## src/assert_macros.svh

```systemverilog
// ----------------------------------------------------------------------------
// Assertion macros
// Shorthand for clocked assertions with synchronous active-low reset.
// ----------------------------------------------------------------------------
`ifndef ASSERT_MACROS_SVH
`define ASSERT_MACROS_SVH

// same-cycle implication
`define ASSERT_IMP(label, ante, cons, msg) \
  label: assert property (@(posedge clk) disable iff (!rst_n) (ante) |-> (cons)) \
    else $error(msg);

// next-cycle implication
`define ASSERT_NXT(label, ante, cons, msg) \
  label: assert property (@(posedge clk) disable iff (!rst_n) (ante) |=> (cons)) \
    else $error(msg);

`endif

```

## src/rsnh_pkg.sv

```systemverilog
// ----------------------------------------------------------------------------
// rsnh_pkg
// Shared types, constants and step codes of the nearest-hit ray caster.
// ----------------------------------------------------------------------------
package rsnh_pkg;

  localparam int MAX_SEGMENTS    = 256;
  localparam int COORD_FRAC_BITS = 16;
  localparam int IDX_W           = $clog2(MAX_SEGMENTS);
  localparam int CNT_W           = $clog2(MAX_SEGMENTS + 1);
  localparam int RANGE_W         = 31;
  localparam int CFG_IDX_W       = 4;
  localparam int CFG_DATA_W      = 32;

  localparam logic [RANGE_W-1:0] RANGE_RESET = RANGE_W'(500 << COORD_FRAC_BITS);
  localparam logic [CNT_W-1:0]   CNT_MAX     = CNT_W'(MAX_SEGMENTS);

  localparam logic [CFG_IDX_W-1:0] REG_RANGE = CFG_IDX_W'(0);
  localparam logic [CFG_IDX_W-1:0] REG_COUNT = CFG_IDX_W'(1);

  localparam logic OP_LOAD = 1'b0;
  localparam logic OP_CAST = 1'b1;

  // controller states, also the datapath step codes
  localparam int STEP_W = 5;
  localparam logic [STEP_W-1:0] ST_IDLE = 5'd0;
  localparam logic [STEP_W-1:0] ST_READ = 5'd1;
  localparam logic [STEP_W-1:0] ST_DIFF = 5'd2;
  localparam logic [STEP_W-1:0] ST_M0   = 5'd3;
  localparam logic [STEP_W-1:0] ST_M1   = 5'd4;
  localparam logic [STEP_W-1:0] ST_M2   = 5'd5;
  localparam logic [STEP_W-1:0] ST_M3   = 5'd6;
  localparam logic [STEP_W-1:0] ST_M4   = 5'd7;
  localparam logic [STEP_W-1:0] ST_M5   = 5'd8;
  localparam logic [STEP_W-1:0] ST_M6   = 5'd9;
  localparam logic [STEP_W-1:0] ST_M7   = 5'd10;
  localparam logic [STEP_W-1:0] ST_M8   = 5'd11;
  localparam logic [STEP_W-1:0] ST_T34  = 5'd12;
  localparam logic [STEP_W-1:0] ST_DIV  = 5'd13;
  localparam logic [STEP_W-1:0] ST_OFX  = 5'd14;
  localparam logic [STEP_W-1:0] ST_OFY  = 5'd15;
  localparam logic [STEP_W-1:0] ST_HX   = 5'd16;
  localparam logic [STEP_W-1:0] ST_HY   = 5'd17;
  localparam logic [STEP_W-1:0] ST_SQ1  = 5'd18;
  localparam logic [STEP_W-1:0] ST_SQ2  = 5'd19;
  localparam logic [STEP_W-1:0] ST_SQ3  = 5'd20;
  localparam logic [STEP_W-1:0] ST_SQL  = 5'd21;
  localparam logic [STEP_W-1:0] ST_DM   = 5'd22;
  localparam logic [STEP_W-1:0] ST_DC   = 5'd23;
  localparam logic [STEP_W-1:0] ST_AL1  = 5'd24;
  localparam logic [STEP_W-1:0] ST_AL2  = 5'd25;
  localparam logic [STEP_W-1:0] ST_AL3  = 5'd26;
  localparam logic [STEP_W-1:0] ST_SQA  = 5'd27;
  localparam logic [STEP_W-1:0] ST_UPD  = 5'd28;
  localparam logic [STEP_W-1:0] ST_FIN  = 5'd29;
  // step codes that are no state
  localparam logic [STEP_W-1:0] OPC_LOAD = 5'd30;
  localparam logic [STEP_W-1:0] OPC_INIT = 5'd31;

  localparam int DIV_STEPS  = 32;
  localparam int SQRT_STEPS = 36;
  localparam int ITER_W     = 6;

  typedef struct packed {
    logic                  valid;
    logic [CFG_IDX_W-1:0]  index;
    logic [CFG_DATA_W-1:0] data;
  } cfg_wr_t;

  typedef struct packed {
    logic [STEP_W-1:0] step;
    logic [IDX_W-1:0]  addr;
  } dp_cmd_t;

  typedef struct packed {
    logic opp12;
    logic opp34;
    logic closer;
  } dp_status_t;

  typedef struct packed {
    logic signed [31:0] sx;
    logic signed [31:0] sy;
    logic signed [31:0] ex;
    logic signed [31:0] ey;
    logic        [3:0]  tex;
    logic signed [31:0] ox;
    logic signed [31:0] oy;
    logic signed [31:0] rdx;
    logic signed [31:0] rdy;
    logic        [15:0] vcos;
  } item_t;

  typedef struct packed {
    logic               hit;
    logic [RANGE_W-1:0] distance;
    logic [IDX_W-1:0]   seg;
    logic [3:0]         tex;
    logic [31:0]        along;
  } result_t;

endpackage

```

## src/rsnh_ctrl.sv

```systemverilog
// ----------------------------------------------------------------------------
// rsnh_ctrl
// Sequencer: walks the segment table, steps the datapath, owns the handshakes.
// ----------------------------------------------------------------------------
module rsnh_ctrl (
  input  logic                clk,
  input  logic                rst_n,
  input  rsnh_pkg::cfg_wr_t    cfg_wr,
  input  logic                in_valid,
  input  logic                in_op,
  output logic                in_ready,
  output logic                out_valid,
  input  logic                out_ready,
  output rsnh_pkg::dp_cmd_t    cmd,
  input  rsnh_pkg::dp_status_t sts
);
  import rsnh_pkg::*;

  logic [STEP_W-1:0] state_r, state_nxt;
  logic [CNT_W-1:0]  idx_r, idx_nxt;
  logic [CNT_W-1:0]  seg_count_r;
  logic [CNT_W-1:0]  cnt;
  logic [ITER_W-1:0] iter_r, iter_nxt;
  logic              out_valid_r, out_valid_nxt;
  logic              accept, fin_go;

  assign accept    = in_valid && (state_r == ST_IDLE);
  assign in_ready  = (state_r == ST_IDLE);
  assign out_valid = out_valid_r;
  assign cnt       = (seg_count_r > CNT_MAX) ? CNT_MAX : seg_count_r;
  assign fin_go    = (state_r == ST_FIN) && (!out_valid_r || out_ready);

  always_comb begin
    state_nxt = state_r;
    idx_nxt   = idx_r;
    iter_nxt  = iter_r;
    cmd.addr  = idx_r[IDX_W-1:0];
    cmd.step  = state_r;
    unique case (state_r)
      ST_IDLE: begin
        cmd.step = ST_IDLE;
        if (accept) begin
          if (in_op == OP_CAST) begin
            cmd.step  = OPC_INIT;
            idx_nxt   = '0;
            state_nxt = ST_READ;
          end else begin
            cmd.step = OPC_LOAD;
          end
        end
      end
      ST_READ: state_nxt = (idx_r >= cnt) ? ST_FIN : ST_DIFF;
      ST_DIFF: state_nxt = ST_M0;
      ST_M0:   state_nxt = ST_M1;
      ST_M1:   state_nxt = ST_M2;
      ST_M2:   state_nxt = ST_M3;
      ST_M3:   state_nxt = ST_M4;
      ST_M4:   state_nxt = ST_M5;
      ST_M5: begin
        if (sts.opp12) begin
          state_nxt = ST_M6;
        end else begin
          idx_nxt   = idx_r + 1'b1;
          state_nxt = ST_READ;
        end
      end
      ST_M6:   state_nxt = ST_M7;
      ST_M7:   state_nxt = ST_M8;
      ST_M8:   state_nxt = ST_T34;
      ST_T34: begin
        iter_nxt = '0;
        if (sts.opp34) begin
          state_nxt = ST_DIV;
        end else begin
          idx_nxt   = idx_r + 1'b1;
          state_nxt = ST_READ;
        end
      end
      ST_DIV: begin
        iter_nxt = iter_r + 1'b1;
        if (iter_r == ITER_W'(DIV_STEPS - 1)) state_nxt = ST_OFX;
      end
      ST_OFX:  state_nxt = ST_OFY;
      ST_OFY:  state_nxt = ST_HX;
      ST_HX:   state_nxt = ST_HY;
      ST_HY:   state_nxt = ST_SQ1;
      ST_SQ1:  state_nxt = ST_SQ2;
      ST_SQ2:  state_nxt = ST_SQ3;
      ST_SQ3: begin
        iter_nxt  = '0;
        state_nxt = ST_SQL;
      end
      ST_SQL: begin
        iter_nxt = iter_r + 1'b1;
        if (iter_r == ITER_W'(SQRT_STEPS - 1)) state_nxt = ST_DM;
      end
      ST_DM:   state_nxt = ST_DC;
      ST_DC: begin
        if (sts.closer) begin
          state_nxt = ST_AL1;
        end else begin
          idx_nxt   = idx_r + 1'b1;
          state_nxt = ST_READ;
        end
      end
      ST_AL1:  state_nxt = ST_AL2;
      ST_AL2:  state_nxt = ST_AL3;
      ST_AL3: begin
        iter_nxt  = '0;
        state_nxt = ST_SQA;
      end
      ST_SQA: begin
        iter_nxt = iter_r + 1'b1;
        if (iter_r == ITER_W'(SQRT_STEPS - 1)) state_nxt = ST_UPD;
      end
      ST_UPD: begin
        idx_nxt   = idx_r + 1'b1;
        state_nxt = ST_READ;
      end
      ST_FIN: begin
        cmd.step = fin_go ? ST_FIN : ST_IDLE;
        if (fin_go) state_nxt = ST_IDLE;
      end
      default: state_nxt = ST_IDLE;
    endcase
  end

  assign out_valid_nxt = fin_go ? 1'b1 : (out_valid_r && !out_ready);

  always_ff @(posedge clk) begin
    if (!rst_n) begin
      state_r     <= ST_IDLE;
      idx_r       <= '0;
      iter_r      <= '0;
      out_valid_r <= 1'b0;
      seg_count_r <= '0;
    end else begin
      state_r     <= state_nxt;
      idx_r       <= idx_nxt;
      iter_r      <= iter_nxt;
      out_valid_r <= out_valid_nxt;
      if (cfg_wr.valid && cfg_wr.index == REG_COUNT) begin
        seg_count_r <= cfg_wr.data[CNT_W-1:0];
      end
    end
  end

endmodule

```

## config.mk

```make
export PLATFORM = sky130hd
export DESIGN_NAME = rsnh_ctrl
export DESIGN_NICKNAME = d
export VERILOG_FILES = /design/src/assert_macros.svh /design/src/rsnh_pkg.sv /design/src/rsnh_ctrl.sv
export SDC_FILE = /design/constraint.sdc
export NUM_CORES = 1
export LEC_CHECK = 0
export BUFFER_PORTS_ARGS = -buffer_cell sky130_fd_sc_hd__buf_2
export CAP_MARGIN = 20
export CORE_ASPECT_RATIO = 0.7
export CORE_MARGIN = 2
export CORE_UTILIZATION = 30
export DETAILED_ROUTE_END_ITERATION = 7
export PLACE_DENSITY = 0.5
export SYNTH_ARGS = -nofsm -noshare
export SYNTH_HDL_FRONTEND = slang
export SYNTH_SLANG_ARGS = --single-unit
```

## constraint.sdc

```tcl
create_clock -name clk -period 3.9 [get_ports clk]
set_input_delay 0.585 -clock clk [delete_from_list [all_inputs] [get_ports clk]]
set_output_delay 0.585 -clock clk [all_outputs]
set_load 0.05 [all_outputs]
```

==> impl_summary.log <==
INFO  metric postSynthAreaPerCell = 7.90 sq um
INFO  metric cp_cell_sequence = nor3_4 -> and2_2 -> nand2_1 -> nand2_1 -> a21o_1 -> buf_2
INFO  metric largest_fanout_on_the_critical_path = 22
INFO  metric timing.final.max_slew_violations = 0
INFO  metric worst_setup_path_start_kind = flop
INFO  metric rsz0062_at_grt = no
INFO  metric regToRegSetupSlack = 1.48 ns
INFO  metric hold_path_class = reg -> reg
INFO  metric async_set_or_reset_register_ratio_after_synthesis = 0
INFO  metric cp-end-kind = output port
INFO  metric cts_hold_buf = 0
INFO  metric h-tree-depth = 2
INFO  metric placementRows = 24
INFO  metric n_fill_cell = 668
INFO  metric cts_buffers = 5
INFO  metric worst-path-buf-inv = 1
INFO  metric synth_flop_cell = sky130_fd_sc_hd__dfxtp_1
INFO  metric run_status = complete, no violations
INFO  metric sequential_cell_area_fraction_in_the_yosys_report = 0.299
INFO  metric cap_violations = 0
INFO  metric cell_with_the_largest_stage_delay_on_the_worst_path = sky130_fd_sc_hd__dfxtp_1
INFO  metric layout_worst_path_cycle_share = 0.673
INFO  metric power-per-cell-area = 627 nW/um^2
INFO  metric syn_nets = 310
INFO  metric placement.io_buffers = 36
INFO  metric overall_die_width = 102 um
INFO  metric clock_sink_count = 30
INFO  metric cp-startpoint = state_r[2]$_SDFFE_PN0P_
INFO  metric slowest_delay = 0.79 ns
INFO  metric final.setup.tns = 0 ns
INFO  metric worstPathArrival = 2.04 ns
INFO  metric clock_tree.root_cell = sky130_fd_sc_hd__clkbuf_8
INFO  metric grt_remaining_overflow = 0
INFO  metric clock-skew-final = 0.00389 ns
INFO  metric antenna-diode-count = 0
INFO  metric rr_endpoint = idx_r[7]$_SDFFE_PN0P_
INFO  metric post_dr_wirelength_cell = 13.2 um
INFO  metric worstMarginPinSlew = 0.720 ns
INFO  metric finalHoldViolations = 0
INFO  metric worst_setup_path_endpoint = cmd[10]
INFO  metric drt_first_iter_violations = 86
INFO  metric total_of_flip_flops_plus_latches_after_synthesis = 30
INFO  metric antenna_violating_nets_post_route = 0
INFO  metric hold-worst-slack = 0.485 ns
INFO  metric synth.yosys.warnings = 0
INFO  metric remaining_drc_errors = 0
INFO  metric cts.repair_timing.setup_buffer_count = 0
INFO  metric cts.reportedPaths.clkPinSlew = 0.06 ns
INFO  metric critPathRequiredTime = 3.31 ns
INFO  metric r2r_cells = 6
INFO  metric clkLatencyLatePin = 0.27 ns
INFO  metric cts_tree = done
INFO  metric r2r-start = state_r[2]$_SDFFE_PN0P_
INFO  metric drive_above_1_share = 0.177
INFO  metric number_of_antenna_violations_at_the_first_check_in_global_routing = 0
INFO  metric design.core.area = 6340 sq um
INFO  metric highest_attainable_clock_frequency = 381 MHz
INFO  metric drt-pass1-iter-count = 4
INFO  metric routed_via_density = 5.01
INFO  metric maximum_number_of_pins_on_one_net_before_global_route_repair = 23
INFO  metric dieHeight = 72.4 um
INFO  metric worst-path-stages = 6
INFO  metric final_net_count = 332
INFO  metric start_util = 0.317
INFO  metric worst_ir_drop_vdd = 0.297 mV
INFO  metric grt_first_pass_wirelength = 8.18 mm
INFO  metric timing.setup.critical_path_class = reg -> out
INFO  metric grt_pass1_vias = 1635
INFO  metric relative_slew_slack = 0.519
INFO  metric syn_to_final_growth = 12.5%
INFO  metric finalSetupViolations = 0
INFO  metric syn-instance-count = 254
INFO  metric estimated_wirelength_of_the_detail_placed_design = 3.70 mm
INFO  metric layout_min_cycle_time = 2.63 ns
INFO  metric critical-path-top-delay-family = flip-flops
INFO  metric gp_congestion = 0.813
INFO  metric critical-path-top-cell-by-count = sky130_fd_sc_hd__nand2_1
INFO  metric groute.usage.overall = 0.141
INFO  metric ys_types = 51
INFO  metric syn-cell-area = 2010 sq um
INFO  metric vias = 1845
INFO  metric p_leak = 0.852 nW
INFO  metric boundaryPins = 60
INFO  metric die_ar = 7370 sq um
INFO  metric finalWirelength = 4.85 mm
INFO  metric cts-resized-gates = 0
INFO  metric synth_enable_flop_cells = 0
INFO  metric clock_path_buffers = 2
[power breakdown]
group	switching [mW]	total (mW)	internal (mW)	leakage, nW
Combinational	0.502	0.727	0.225	0.562
Clock	0.115	0.258	0.142	0.0482
Sequential	0.0996	0.430	0.331	0.242
[layout by cell type, fill, tap and decap left out, drive strengths merged, types with 7 or more instances in the layout]
master / instances
a21oi: 11
buf: 36
clkbuf: 7
dfxtp: 30
ha: 11
inv: 10
mux2i: 9
nand2: 30
nand3: 16
nor2: 24
o21ai: 13
[flip-flops by register name (all words and copies together), names as in the netlist]
signal / flops
iter_r: 6
idx_r: 9
seg_count_r: 9
state_r: 5
out_valid: 1
[cell usage after synthesis (3+ instances only)]
library cell	instances	area (sq um)
sky130_fd_sc_hd__a211oi_1	4	30.0
sky130_fd_sc_hd__a21oi_1	11	55.1
sky130_fd_sc_hd__and2_1	3	18.8
sky130_fd_sc_hd__and3_1	4	25.0
sky130_fd_sc_hd__buf_2	3	15.0
sky130_fd_sc_hd__buf_4	10	75.1
sky130_fd_sc_hd__clkbuf_1	5	18.8
sky130_fd_sc_hd__dfxtp_1	30	601
sky130_fd_sc_hd__ha_1	11	138
sky130_fd_sc_hd__inv_1	10	37.5
sky130_fd_sc_hd__mux2i_1	9	90.1
sky130_fd_sc_hd__nand2_1	30	113
sky130_fd_sc_hd__nand2b_1	3	18.8
sky130_fd_sc_hd__nand3_1	16	80.1
sky130_fd_sc_hd__nand4_1	3	18.8
sky130_fd_sc_hd__nor2_1	24	90.1
sky130_fd_sc_hd__nor2b_1	6	37.5
sky130_fd_sc_hd__nor3_1	5	25.0
sky130_fd_sc_hd__o211ai_1	4	30.0
sky130_fd_sc_hd__o21ai_0	11	55.1
sky130_fd_sc_hd__o22ai_1	3	18.8
sky130_fd_sc_hd__or3_1	6	37.5
sky130_fd_sc_hd__xnor2_1	5	43.8
[through the flow]
stage | std cells | total power [mW] | worst slack (ns) | area (sq um) | utilization
global placement | 360 | 1.17 | 1.49 | 2160 | 0.342
CTS | 368 | 1.42 | 1.27 | 2260 | 0.356
finish | 368 | 1.41 | 1.27 | 2260 | 0.356
floorplan | 254 | 1.04 | 1.65 | 2010 | -
global route | 368 | 1.51 | 1.09 | 2260 | 0.356
detailed placement | 360 | 1.16 | 1.50 | 2160 | 0.342
[layer usage]
layer / track usage / vias to the layer above / routed length, um
met5: 0 / - / 0
met4: 0.0270 / 0 / 17
met3: 0.0414 / 2 / 330
met2: 0.194 / 51 / 1920
met1: 0.214 / 841 / 2590
li1: - / 951 / -
[worst min path at each step]
stage / start / end / slack [ns] / cells past startpoint
final: seg_count_r[0]$_SDFFE_PN0P_ / seg_count_r[0]$_SDFFE_PN0P_ / 0.49 / 2
after CTS: seg_count_r[0]$_SDFFE_PN0P_ / seg_count_r[0]$_SDFFE_PN0P_ / 0.49 / 2
after global routing: seg_count_r[0]$_SDFFE_PN0P_ / seg_count_r[0]$_SDFFE_PN0P_ / 0.53 / 2
after global placement: seg_count_r[0]$_SDFFE_PN0P_ / seg_count_r[0]$_SDFFE_PN0P_ / 0.47 / 2
after floorplan: seg_count_r[0]$_SDFFE_PN0P_ / seg_count_r[0]$_SDFFE_PN0P_ / 0.45 / 2
after detailed placement: seg_count_r[0]$_SDFFE_PN0P_ / seg_count_r[0]$_SDFFE_PN0P_ / 0.48 / 2
[tightest hold or removal path: cells and delay by family (launching register included)]
family	cells	cell delay, ns
AND/OR/NAND/NOR	1	0.07
flip-flops	1	0.32
multiplexers	1	0.06
[logic make-up (layout without fill, tap and decap cells)]
logic type / after synthesis / count (layout) / synth area share
adder cells (fa/ha/maj): 11 / 11 / 0.0686
AND/OR/NAND/NOR: 115 / 115 / 0.301
multiplexers: 9 / 9 / 0.0449
XOR/XNOR: 5 / 5 / 0.0218
buffers and inverters: 32 / 55 / 0.0880
flip-flops: 30 / 30 / 0.299
AO/OA/AOI/OAI: 52 / 52 / 0.177
[final cells by class]
class	count	area [sq um]	area share
clock buffer	7	86.3	0.0383
timing repair buffer	36	180	0.0799
clock inverter	1	5.00	0.00222
tap	91	114	0.0505
multi-input combinational	192	1230	0.545
sequential	30	601	0.266
inverter	11	41.3	0.0183
(Power assumes the default switching activity.)
